<file path="config.mk">
export PLATFORM = sky130hd
export DESIGN_NAME = positional_list_engine_core
export DESIGN_NICKNAME = d
export VERILOG_FILES = /design/src/plc_pkg.sv /design/src/plc_cell.sv /design/src/positional_list_engine_core.sv
export SDC_FILE = /design/constraint.sdc
export NUM_CORES = 1
export LEC_CHECK = 0
export BUFFER_PORTS_ARGS = -buffer_cell sky130_fd_sc_hd__buf_4
export CORE_ASPECT_RATIO = 0.5
export CORE_MARGIN = 4
export CORE_UTILIZATION = 30
export CTS_CLUSTER_DIAMETER = 50
export DETAILED_ROUTE_END_ITERATION = 7
export PLACE_DENSITY = 0.43
export SLEW_MARGIN = 20
export SYNTH_ARGS = -nofsm -noshare
export SYNTH_HDL_FRONTEND = slang
export SYNTH_HIERARCHICAL = 1
export SYNTH_SLANG_ARGS = --single-unit
</file>
<file path="constraint.sdc">
create_clock -name clk -period 28.4 [get_ports clk]
set_input_delay 2.84 -clock clk [delete_from_list [all_inputs] [get_ports clk]]
set_output_delay 2.84 -clock clk [all_outputs]
set_load 0.02 [all_outputs]
</file>
<file path="src/plc_pkg.sv">
// package for the positional list engine: request and result types,
// command and status codes, default sizes; no dependencies
`timescale 1ns / 1ps

package plc_pkg;

  localparam int CAPACITY_DEF   = 64;
  localparam int DATA_WIDTH_DEF = 8;
  localparam int POS_W          = 7;
  localparam int ITEM_W         = 8;
  localparam int LEN_W          = 7;

  typedef enum logic [1:0] {
    CMD_INSERT   = 2'd0,
    CMD_DELETE   = 2'd1,
    CMD_RETRIEVE = 2'd2,
    CMD_CLEAR    = 2'd3
  } cmd_t;

  typedef enum logic [1:0] {
    ST_OK    = 2'd0,
    ST_RANGE = 2'd1,
    ST_EMPTY = 2'd2,
    ST_FULL  = 2'd3
  } status_t;

  typedef struct packed {
    cmd_t              command;
    logic [POS_W-1:0]  position;
    logic [ITEM_W-1:0] item;
  } req_t;

  typedef struct packed {
    logic [ITEM_W-1:0] data;
    status_t           status;
    logic [LEN_W-1:0]  length;
    logic              is_empty;
  } res_t;

  // shift control broadcast to every cell of the chain
  typedef struct packed {
    logic ins;
    logic del;
  } cell_ctl_t;

endpackage

</file>
<file path="src/plc_cell.sv">
// one storage cell of the list chain: holds one item, shifts from its
// left or right neighbor; depends on plc_pkg
`timescale 1ns / 1ps

module plc_cell #(
  parameter int IDX = 0,
  parameter int IW  = 6,
  parameter int DW  = plc_pkg::DATA_WIDTH_DEF
) (
  input  logic              clk,
  input  plc_pkg::cell_ctl_t ctl,
  input  logic [IW-1:0]     p0,
  input  logic [DW-1:0]     item,
  input  logic [DW-1:0]     left,
  input  logic [DW-1:0]     right,
  output logic [DW-1:0]     q,
  output logic [DW-1:0]     hit_data
);

  localparam logic [IW-1:0] MY_IDX = IW'(IDX);

  logic [DW-1:0] data_r;
  logic [DW-1:0] data_nxt;

  always_comb begin
    data_nxt = data_r;
    if (ctl.ins) begin
      if (MY_IDX > p0) begin
        data_nxt = left;
      end else if (MY_IDX == p0) begin
        data_nxt = item;
      end
    end else if (ctl.del) begin
      if (MY_IDX >= p0) begin
        data_nxt = right;
      end
    end
  end

  always_ff @(posedge clk) begin
    data_r <= data_nxt;
  end

  assign q        = data_r;
  assign hit_data = (MY_IDX == p0) ? data_r : '0;

endmodule

</file>
<file path="src/positional_list_engine_core.sv">
// top level of the positional list engine: command decode, fill count and
// the chain of plc_cell storage cells; depends on plc_pkg and plc_cell
`timescale 1ns / 1ps

// Usage
//   A request (command, position, item) is taken at a rising edge where start
//   is high and busy is low. busy is never raised: a request can be taken in
//   every cycle, so the sustained rate is one request per clock.
//   The result (data, status, length, is_empty) appears on out_res in the cycle
//   after the request is taken, with out_valid high for exactly that cycle.
//   The whole chain of cells shifts in parallel in the edge that takes the
//   request, and retrieve reads the matching cell through an or-tree across
//   the chain.
//   Insert shifts cells at and after the position one place right, delete
//   shifts them one place left; positions are 1-based.
//   Reset (rst_n low, synchronous) empties the list and drops out_valid; cell
//   contents are not cleared since only positions inside the list are read.
//   The receiver cannot stall; each result must be taken in its cycle.

module positional_list_engine_core #(
  parameter int CAPACITY   = plc_pkg::CAPACITY_DEF,
  parameter int DATA_WIDTH = plc_pkg::DATA_WIDTH_DEF
) (
  input  logic          clk,
  input  logic          rst_n,
  input  logic          start,
  output logic          busy,
  input  plc_pkg::req_t in_req,
  output logic          out_valid,
  output plc_pkg::res_t out_res
);

  localparam int CW = $clog2(CAPACITY + 1);
  localparam int IW = $clog2(CAPACITY);
  localparam int W  = ((CW > plc_pkg::POS_W) ? CW : plc_pkg::POS_W) + 1;

  logic [CW-1:0] fill_r;
  logic [CW-1:0] fill_nxt;
  logic          out_valid_r;
  logic          out_valid_nxt;
  plc_pkg::res_t out_res_r;
  plc_pkg::res_t out_res_nxt;

  logic               accept;
  logic [W-1:0]       pos_w;
  logic [W-1:0]       fill_w;
  logic [IW-1:0]      p0;
  logic               is_ins;
  logic               is_del;
  logic               is_rd;
  logic               ins_range_bad;
  logic               rd_range_bad;
  logic               full;
  logic               empty;
  logic               ins_ok;
  logic               del_ok;
  logic               rd_ok;
  plc_pkg::status_t   status;
  plc_pkg::cell_ctl_t ctl;
  logic [DATA_WIDTH-1:0] item_ext;
  logic [DATA_WIDTH-1:0] q    [CAPACITY];
  logic [DATA_WIDTH-1:0] hit  [CAPACITY];
  logic [DATA_WIDTH-1:0] rd_data;

  assign busy   = 1'b0;
  assign accept = start && !busy;

  assign pos_w    = W'(in_req.position);
  assign fill_w   = W'(fill_r);
  assign p0       = IW'(pos_w - W'(1));
  assign item_ext = DATA_WIDTH'(in_req.item);

  assign is_ins = (in_req.command == plc_pkg::CMD_INSERT);
  assign is_del = (in_req.command == plc_pkg::CMD_DELETE);
  assign is_rd  = (in_req.command == plc_pkg::CMD_RETRIEVE);

  assign empty         = (fill_r == '0);
  assign full          = (fill_r == CW'(CAPACITY));
  assign ins_range_bad = (pos_w == '0) || (pos_w > fill_w + W'(1));
  assign rd_range_bad  = (pos_w == '0) || (pos_w > fill_w);

  assign ins_ok = accept && is_ins && !ins_range_bad && !full;
  assign del_ok = accept && is_del && !empty && !rd_range_bad;
  assign rd_ok  = is_rd && !empty && !rd_range_bad;

  always_comb begin
    status = plc_pkg::ST_OK;
    case (in_req.command)
      plc_pkg::CMD_INSERT: begin
        if (ins_range_bad) begin
          status = plc_pkg::ST_RANGE;
        end else if (full) begin
          status = plc_pkg::ST_FULL;
        end
      end
      plc_pkg::CMD_DELETE, plc_pkg::CMD_RETRIEVE: begin
        if (empty) begin
          status = plc_pkg::ST_EMPTY;
        end else if (rd_range_bad) begin
          status = plc_pkg::ST_RANGE;
        end
      end
      default: begin
        status = plc_pkg::ST_OK;
      end
    endcase
  end

  assign ctl.ins = ins_ok;
  assign ctl.del = del_ok;

  genvar g;
  for (g = 0; g < CAPACITY; g++) begin : g_cell
    logic [DATA_WIDTH-1:0] left;
    logic [DATA_WIDTH-1:0] right;
    if (g == 0) begin : g_first
      assign left = item_ext;
    end else begin : g_mid_l
      assign left = q[g-1];
    end
    if (g == CAPACITY - 1) begin : g_last
      assign right = '0;
    end else begin : g_mid_r
      assign right = q[g+1];
    end
    plc_cell #(
      .IDX (g),
      .IW  (IW),
      .DW  (DATA_WIDTH)
    ) u_cell (
      .clk      (clk),
      .ctl      (ctl),
      .p0       (p0),
      .item     (item_ext),
      .left     (left),
      .right    (right),
      .q        (q[g]),
      .hit_data (hit[g])
    );
  end

  always_comb begin
    rd_data = '0;
    for (int i = 0; i < CAPACITY; i++) begin
      rd_data = rd_data | hit[i];
    end
  end

  always_comb begin
    fill_nxt = fill_r;
    if (ins_ok) begin
      fill_nxt = fill_r + CW'(1);
    end else if (del_ok) begin
      fill_nxt = fill_r - CW'(1);
    end else if (accept && (in_req.command == plc_pkg::CMD_CLEAR)) begin
      fill_nxt = '0;
    end
  end

  always_comb begin
    out_valid_nxt        = accept;
    out_res_nxt.data     = rd_ok ? plc_pkg::ITEM_W'(rd_data) : '0;
    out_res_nxt.status   = status;
    out_res_nxt.length   = plc_pkg::LEN_W'(fill_nxt);
    out_res_nxt.is_empty = (fill_nxt == '0);
  end

  always_ff @(posedge clk) begin
    if (!rst_n) begin
      fill_r      <= '0;
      out_valid_r <= 1'b0;
    end else begin
      fill_r      <= fill_nxt;
      out_valid_r <= out_valid_nxt;
    end
    out_res_r <= out_res_nxt;
  end

  assign out_valid = out_valid_r;
  assign out_res   = out_res_r;

endmodule

</file>
# --- Yosys cells after proc, flatten, opt, wreduce, memory -nomap -nowiden ---
# Cells that the tools add are included.
word_totals:
  regBits: 538
  inputBits: 20
  wordCells: 940
  out_inout_bits: 20
op_classes:
  add_sub_neg: 4
  n_mux: 392
  eq_ne: 131
  n_lt_le_gt_ge: 130
  n_reduce_logical: 150
  n_bitwise: 63
op_table:
  columns: ["cell", "count"]
  rows:
  - ["$mux 8", 384]
  - ["$or 8x8->8", 63]
  - ["$eq 6x6->1 const A", 32]
  - ["$ge 6x6->1 const A", 32]
  - ["$gt 6x6->1 const A", 32]
  - ["$ne 3x1->1 const B", 64]
  - ["$reduce_and 3->1", 64]
  - ["$reduce_bool 2->1", 65]
  - ["$eq 5x6->1 const A", 16]
  - ["$ge 5x6->1 const A", 16]
  - ["$gt 5x6->1 const A", 16]
  - ["$eq 4x6->1 const A", 8]
  - ["$ge 4x6->1 const A", 8]
  - ["$gt 4x6->1 const A", 8]
  - ["$eq 3x6->1 const A", 4]
  - ["$ge 3x6->1 const A", 4]
  - ["$gt 3x6->1 const A", 4]
  - ["$mux 7", 3]
  - ["$logic_not 7->1", 2]
  - ["$eq 2x6->1 const A", 2]
  - ["$ge 1x6->1 const A", 2]
  - ["$ge 2x6->1 const A", 2]
  - ["$gt 1x6->1 const A", 2]
  - ["$gt 2x6->1 const A", 2]
  - ["other kinds (20)", 35]

# --- Longest topological paths before layout ---
# Gate-level depths: netlist (run 1).
logic_depth:
  depth_word: 66
  depth_mapped: 15

# --- Worst setup path after synthesis (run 1) ---
# No wires, ideal clock.
synth_path:
  kind: "input -> register"
  from: "input in_req[8] (netlist name)"
  to: "register g_cell[29].u_cell.data_r[0] (enable)"
  arrival_time_ns: 19.195
  setup_slack_ns: 8.060
  n_path_buf: 0
  cell_stages: 5
  setup_ns: 1.146
  cell_sequence: "inv_1 ha_1 or3b_2 xnor2_1 a41oi_1"
synth_lines:
  columns: ["element", "line", "source"]
  rows:
  - ["start: declaration", "positional_list_engine_core.sv:28", "input plc_pkg::req_t in_req,"]
  - ["$sub 6x1->6 (*)", "positional_list_engine_core.sv:70", "assign p0 = IW'(pos_w - W'(1));"]
  - ["net p0[4]", "positional_list_engine_core.sv:47", "logic [IW-1:0] p0;"]
  - ["$gt 5x6->1, or another cell as far along", "plc_cell.sv:28", "if (MY_IDX > p0) begin"]
  - ["$ne 3x1->1 (no source line) / $reduce_bool 2->1 (equally long branches)", null, null]
  - ["$reduce_and 3->1 (no source line) (*)", null, null]
  - ["end signal: assignment", "plc_cell.sv:41", "data_r <= data_nxt;"]
  - ["end: declaration", "plc_cell.sv:22", "logic [DW-1:0] data_r;"]
# Mark *: on every way through the listed nets, which the timed path passes. The rest lies on a longest branch.
# A chain may end at the register's enable or synchronous reset.

# --- Final worst setup path (run 1) ---
layout_path:
  from: "input in_req[8] (netlist name)"
  to: "register g_cell[19].u_cell.data_r[7] (data pin)"
layout_lines:
  columns: ["element", "line", "source"]
  rows:
  - ["$sub 6x1->6", "positional_list_engine_core.sv:70", null]
  - ["net p0[0]", "positional_list_engine_core.sv:47", null]
  - ["$gt 5x6->1", "plc_cell.sv:28", null]
  - ["$mux 8", "plc_cell.sv:28", null]
  - ["$mux 8", "plc_cell.sv:27", "if (ctl.ins) begin"]
  - ["net g_cell[19].u_cell.data_nxt[7]", "plc_cell.sv:23", "logic [DW-1:0] data_nxt;"]
  - ["end signal: assignment", "plc_cell.sv:41", null]
  - ["end: declaration", "plc_cell.sv:22", null]
# The timed path passes the listed nets, and every way through them passes these cells.

==> results of run 1 <==
metrics by stage:
step | setup slack [ns] | hold slack (ns)
6_report | 19.51 | 0.604
5_1_grt | 19.11 | 0.647
4_1_cts | 19.69 | 0.611
3_5_place_dp | 18.93 | 0.604
3_3_place_gp | 19.03 | 0.610
2_1_floorplan | 8.06 | 0.528
cell type report:
class	instances	area share, %
antenna	3	0.0182
clock buffer	88	4.61
clock inverter	36	0.703
inverter	51	0.548
multi-input combinational	3168	48.9
sequential	538	38.5
tap	1674	5.07
timing repair buffer	84	1.71
worst max path at each step:
stage                     slack [ns]                      to  depth (start not counted)
after CTS                      19.69  g_cell[21].u_cell/q[2]                         14
final                          19.51  g_cell[19].u_cell/q[7]                         15
after detailed placement       18.93  g_cell[21].u_cell/q[3]                         14
after global routing           19.11  g_cell[19].u_cell/q[3]                         15
after global placement         19.03  g_cell[17].u_cell/q[0]                         14
after floorplan                 8.06  g_cell[29].u_cell/q[0]                          5
flip-flops by register name, indices dropped and copies added (netlist names):
signal and cells:
g_cell.u_cell/q 512, out_res 18, fill_r 7, out_valid 1
power by group through the flow:
stage	clock (µW)	combinational (µW)	sequential, µW
after global placement	0	300	903
after floorplan	0	229	897
after global routing	937	332	887
after detailed placement	0	303	903
final	884	309	887
after CTS	906	304	886
cells in the mapped netlist, types with 18 or more instances:
cell type and number:
buf_6 40, o211ai_1 26, and2_1 435, o211ai_2 22, ha_1 22, a31oi_1 413
o21ai_1 45, buf_1 18, a21oi_1 98, buf_2 74, nand3b_1 35, inv_1 46
nand2_1 166, a221o_1 39, mux2i_1 66, clkbuf_1 55, nand3_1 200, edfxtp_1 512
and3_1 55, nor3_1 36, nor2b_1 31, nand4_1 73, nor4_1 150, o21ai_0 242
dfxtp_1 26, buf_4 22, nor2_1 530, a21bo_2 18, and2b_1 23
worst register-to-register path, cell delays in order, from the launching register on:
cell,delay (ns)
dfxtp_1,0.51
inv_1,0.20
nor4_4,0.48
xnor2_1,0.18
ha_1,0.27
a211oi_1,0.30
o221ai_1,0.24
a211oi_2,0.63
nand2_1,0.40
inv_8,0.60
buf_4,0.80
buf_4,0.70
buf_4,0.80
clkinv_1,0.70
a211oi_4,0.53
a221o_1,0.22
per-layer routing:
| layer | up-vias | track usage, % | share of wire (%) |
|---|---|---|---|
| met5 | - | 0 | 0.0087 |
| met3 | 165 | 3.49 | 7.4 |
| met1 | 16400 | 34.2 | 49 |
| met4 | 2 | 4.54 | 1.8 |
| li1 | 15100 | - | - |
| met2 | 1341 | 31.8 | 42 |
cells by family (layout without fill, tap and decap cells):
logic type / count (synthesis) / after routing / synth area share, %
other: 1 / 12 / 0.0100
AO/OA/AOI/OAI: 1104 / 1104 / 20.5
flip-flops: 538 / 538 / 42.4
multiplexers: 74 / 74 / 2.00
buffers and inverters: 280 / 259 / 4.31
adder cells (fa/ha/maj): 22 / 22 / 0.734
XOR/XNOR: 8 / 8 / 0.187
AND/OR/NAND/NOR: 1951 / 1951 / 29.9
==> flow_metrics.tcl, run 1 <==
set metrics [dict create \
    critPathTopFamily "buffers and inverters" \
    path_clk_slew_ns 0.06 \
    num_vias 33000 \
    numCtsBuffers 69 \
    async_reset_ff_share_pct 0 \
    regToRegStartpoint "fill_r[2]" \
    critPathArrivalTime_ns 9.42 \
    cts.path.max_buffers 3 \
    critical_path_class "input pin to flop" \
    placed_area_um2 39100 \
    synth_area_leaders "edfxtp_1, and2_1, a31oi_1" \
    peakVddDrop_mv 0.0434 \
    outcome "finished, final reports clean" \
    multi_input_area_um2 20200 \
    postLayoutCoreUtil_pct 33.4 \
    fin_nets 3954 \
    cts.htree.levels 3 \
    reg2reg_slack_ns 20.72 \
    crit_fanout 140 \
    tritoncts "done" \
    ff_latch_area_um2 15900 \
    finalCriticalPeriod_ns 8.89 \
    finClkSkew_ns 0.0311 \
    power.internal_uw 1460 \
    rr_worst_depth 15 \
    wl_per_cell_um 26.6 \
    coreArea_um2 124000 \
    cp_common_cell "buf_4" \
    clockPowerShare_pct 42.5 \
    hpwl_mm 102 \
    port_buffers 38 \
    ant_nets 0 \
    fillers 12800 \
    sw_frac_of_total_pct 30.0 \
    initial_core_util_pct 30.3 \
    gp_congestion 0.893 \
    cp_slowest_stage_delay_ns 0.76 \
    drv_cap 0 \
    finalHoldViolations 0 \
    grt-ovfl-total 0 \
    min_from "fill_r[0]" \
    slew_viol_final 0 \
    grt_first_pass_wirelength_mm 220 \
    cts.sinks 538 \
    drc_errors 0 \
    p_per_area_nw_per_um2 50.4 \
    layout_worst_path_cycle_share_pct 31.3 \
    power_frac_seq_pct 42.6 \
    die_area_um2 131000 \
    die_x_um 508 \
    first_pass_iters 6 \
    critPathRequiredTime_ns 28.93 \
    drt_iter0_markers 3888 \
    clockRootBuffer "clkbuf_16" \
    grt_pass1_vias 30900 \
    stdcell_area_um2 41300 \
    synth_top_area_share_pct 41.0 \
    yosysWarnings 6 \
    slew_headroom_pct 19.0 \
    grt_max_degree 147 \
    vias_per_cell 5.86 \
    grt_setup_unrepaired "false" \
    tightest_slew_ns 1.20 \
    synthFlopType "edfxtp_1" \
    cp_cell_sequence "buf_4 > inv_8 > ha_1 > inv_1 > a21oi_1 > o221ai_1 > a211oi_2 > nand2_1 > inv_8 > buf_4 > buf_4 > buf_4 > clkinv_1 > a211oi_4 > a221o_1" \
    leakage_uw 0.0139 \
    cts_setup_buffers 0 \
    area.growth.synth_to_final_pct 10.1 \
    placed_cells 5515 \
    drive_gt1_share_pct 12.8 \
    worstSkewPairLatency_ns 0.67 \
    timing.rr.end "g_cell[19].u_cell/q[7]" \
    hold_path_depth 2 \
    num_rows 91 \
    netlist_area_um2 37500 \
    fin_setup_tns_ns 0 \
    syn_inst 3978 \
    wirelength_mm 150 \
    hold_class "flop to flop" \
    io_pins 40 \
    synth.distinct_cells 135 \
    avgSynthCellArea_um2 9.43 \
    hold_buffers 0 \
    combPwrFrac_pct 14.9 \
    start_kind "input pin" \
    antenna_found_initial 5 \
    critPathCaptureType "flop" \
    path_buf_inv 8 \
    p_switching_uw 623 \
    synth-edff-count 512 \
    grt_use_total_pct 22.0 \
    final_cell_mix "nor2_1, edfxtp_1, and2_1" \
    cp_slowest_cell "buf_4" \
    layout.cells.non_filler 5642 \
    final_common_cell "nor2_1" \
    synth.largest_area_cell "edfxtp_1" \
    max_freq_mhz 113 \
    startpoint "in_req[8]" \
    yosysSeqAreaShare_pct 42.4 \
    synth-seq-cells 538 \
    die_height_um 258 \
    setup_viol 0 \
    power_uw 2080 \
    cts_resized 0 \
    hold_path_end "out_res[1]" \
]
Power figures use the tool's default switching activity.
==> run 2, diff against run 1 <==
--- a/config.mk
+++ b/config.mk
@@ -11,7 +11,7 @@
 export CORE_UTILIZATION = 30
 export CTS_CLUSTER_DIAMETER = 50
 export DETAILED_ROUTE_END_ITERATION = 7
-export PLACE_DENSITY = 0.43
+export PLACE_DENSITY = 0.44
 export SLEW_MARGIN = 20
 export SYNTH_ARGS = -nofsm -noshare
 export SYNTH_HDL_FRONTEND = slang
==> constraint.sdc (replaced) <==
create_clock -name clk -period 7.8 [get_ports clk]
set_input_delay 0.78 -clock clk [delete_from_list [all_inputs] [get_ports clk]]
set_output_delay 0.78 -clock clk [all_outputs]
set_load 0.02 [all_outputs]
==> flow_metrics.tcl, run 2 (synthesized netlist as in run 1, its figures left out) <==
set metrics [dict create \
    outcome "finished, final reports clean" \
    ant_nets 0 \
    io_pins 40 \
    worstSkewPairLatency_ns 0.67 \
    finalHoldViolations 0 \
    critical_path_class "flop to flop" \
    ff_latch_area_um2 15900 \
    grt-ovfl-total 0 \
    die_height_um 258 \
    cts.sinks 538 \
    stdcell_area_um2 42000 \
    finClkSkew_ns 0.0242 \
    vias_per_cell 5.95 \
    slew_headroom_pct 20.6 \
    cp_slowest_cell "clkinv_1" \
    die_x_um 508 \
    final_common_cell "nor2_1" \
    numCtsBuffers 76 \
    largest_register_ffs 512 \
    p_per_area_nw_per_um2 189 \
    multi_input_area_um2 20200 \
    min_from "start" \
    grt_use_total_pct 23.1 \
    finalCriticalPeriod_ns 5.47 \
    rr_worst_depth 12 \
    timing.rr.end "g_cell[19].u_cell/q[4]" \
    postLayoutCoreUtil_pct 34.0 \
    cp_cell_sequence "inv_1 > nor4_4 > xnor2_1 > ha_1 > a211oi_1 > o221ai_1 > a211oi_2 > nand2_1 > inv_8 > clkinv_1 > a211oi_4 > a221o_1" \
    hold_path_end "out_valid" \
    wirelength_mm 158 \
    setup_viol 0 \
    coreArea_um2 124000 \
    regToRegStartpoint "fill_r[2]" \
    initial_core_util_pct 30.3 \
    drt_iter0_markers 3986 \
    slew_viol_final 0 \
    tritoncts "done" \
    critPathCaptureType "flop" \
    drv_cap 0 \
    antenna_found_initial 7 \
    start_kind "flop" \
    crit_fanout 104 \
    port_buffers 38 \
    area.growth.synth_to_final_pct 12.1 \
    fin_setup_tns_ns 0 \
    grt_max_degree 119 \
    grt_setup_unrepaired "false" \
    reg2reg_slack_ns 2.33 \
    clockRootBuffer "clkbuf_16" \
    power_uw 7950 \
    num_rows 91 \
    critPathTopFamily "compound AO/OA/AOI/OAI gates" \
    first_pass_iters 7 \
    hold_buffers 0 \
    cts.htree.levels 3 \
    grt_pass1_vias 31700 \
    peakVddDrop_mv 0.122 \
    drive_gt1_share_pct 13.8 \
    critPathRequiredTime_ns 8.33 \
    hold_path_depth 2 \
    cts_resized 0 \
    grt_first_pass_wirelength_mm 227 \
    layout_worst_path_cycle_share_pct 70.1 \
    hold_class "input pin to flop" \
    cts_setup_buffers 0 \
    num_vias 33900 \
    path_clk_slew_ns 0.06 \
    wl_per_cell_um 27.7 \
    max_freq_mhz 183 \
    die_area_um2 131000 \
    final_cell_mix "nor2_1, edfxtp_1, and2_1" \
    placed_area_um2 39500 \
    drc_errors 0 \
    critPathArrivalTime_ns 6.00 \
    leakage_uw 0.0143 \
    gp_congestion 0.889 \
    fillers 12700 \
    path_buf_inv 3 \
    hpwl_mm 107 \
    cts.path.max_buffers 3 \
    tightest_slew_ns 1.18 \
    cp_slowest_stage_delay_ns 0.68 \
    fin_nets 4003 \
]
-- run 2: cell types whose count changed in the layout (fill, tap and decap cells not counted), sizes merged --
cell | previous run | this run
buf | 84 | 126
clkinv | 24 | 28
bufinv | 2 | 5
clkbuf | 88 | 91
clkinvlp | 4 | 6
diode | 3 | 2
inv | 57 | 58
-- run 2: worst max path at each step --
| stage | from | endpoint | slack (ns) | depth (start not counted) |
|---|---|---|---|---|
| after floorplan | in_req[8] | g_cell[11].u_cell/q[0] | -0.55 | 4 |
| after global placement | in_req[10] | out_res[12] | 1.81 | 12 |
| after detailed placement | in_req[10] | out_res[12] | 1.78 | 12 |
| after CTS | fill_r[2] | g_cell[11].u_cell/q[5] | 2.40 | 13 |
| after global routing | fill_r[2] | g_cell[14].u_cell/q[7] | 2.03 | 12 |
| final | fill_r[2] | g_cell[19].u_cell/q[4] | 2.33 | 12 |
-- run 2: final cells by class --
cell class / instances / share of cell area [%]
diodes: 2 / 0.0119
clock buffers: 91 / 4.86
clock inverters: 46 / 1.09
inverters: 51 / 0.521
multi-input cells: 3168 / 47.9
flip-flops and latches: 538 / 37.8
well taps: 1674 / 4.98
repair buffers: 126 / 2.79
-- run 2: layer usage --
metal / wire, µm / up-vias / GRT usage [%]
li1: - / 15200 / -
met1: 72300 / 16800 / 33.6
met2: 69300 / 1569 / 35.3
met3: 11800 / 239 / 3.58
met4: 4170 / 0 / 6.38
met5: 0 / - / 0
-- run 2: through the flow --
step | std cells | hold WS, ns | setup slack (ns)
4_1_cts | 5693 | 0.304 | 2.40
2_1_floorplan | 3986 | 0.528 | -0.554
5_1_grt | 5694 | 0.346 | 2.03
6_report | 5696 | 0.355 | 2.33
3_3_place_gp | 5555 | 0.595 | 1.81
3_5_place_dp | 5556 | 0.599 | 1.78
-- run 2: power breakdown --
group,switching [µW],total (µW),internal [µW]
clock network,1490,3550,2060
registers,44.0,3230,3190
logic,835,1160,327
total,2370,7950,5580
-- run 2: worst register-to-register path: cells and delay by family, from the launching register on --
family	cells	cell delay, ns
buffers and inverters	3	1.69
AOI/OAI and AO/OA	5	1.87
adders and majority gates	1	0.27
xor gates and xnor gates	1	0.17
DFF	1	0.50
and+or+nand+nor	2	0.84
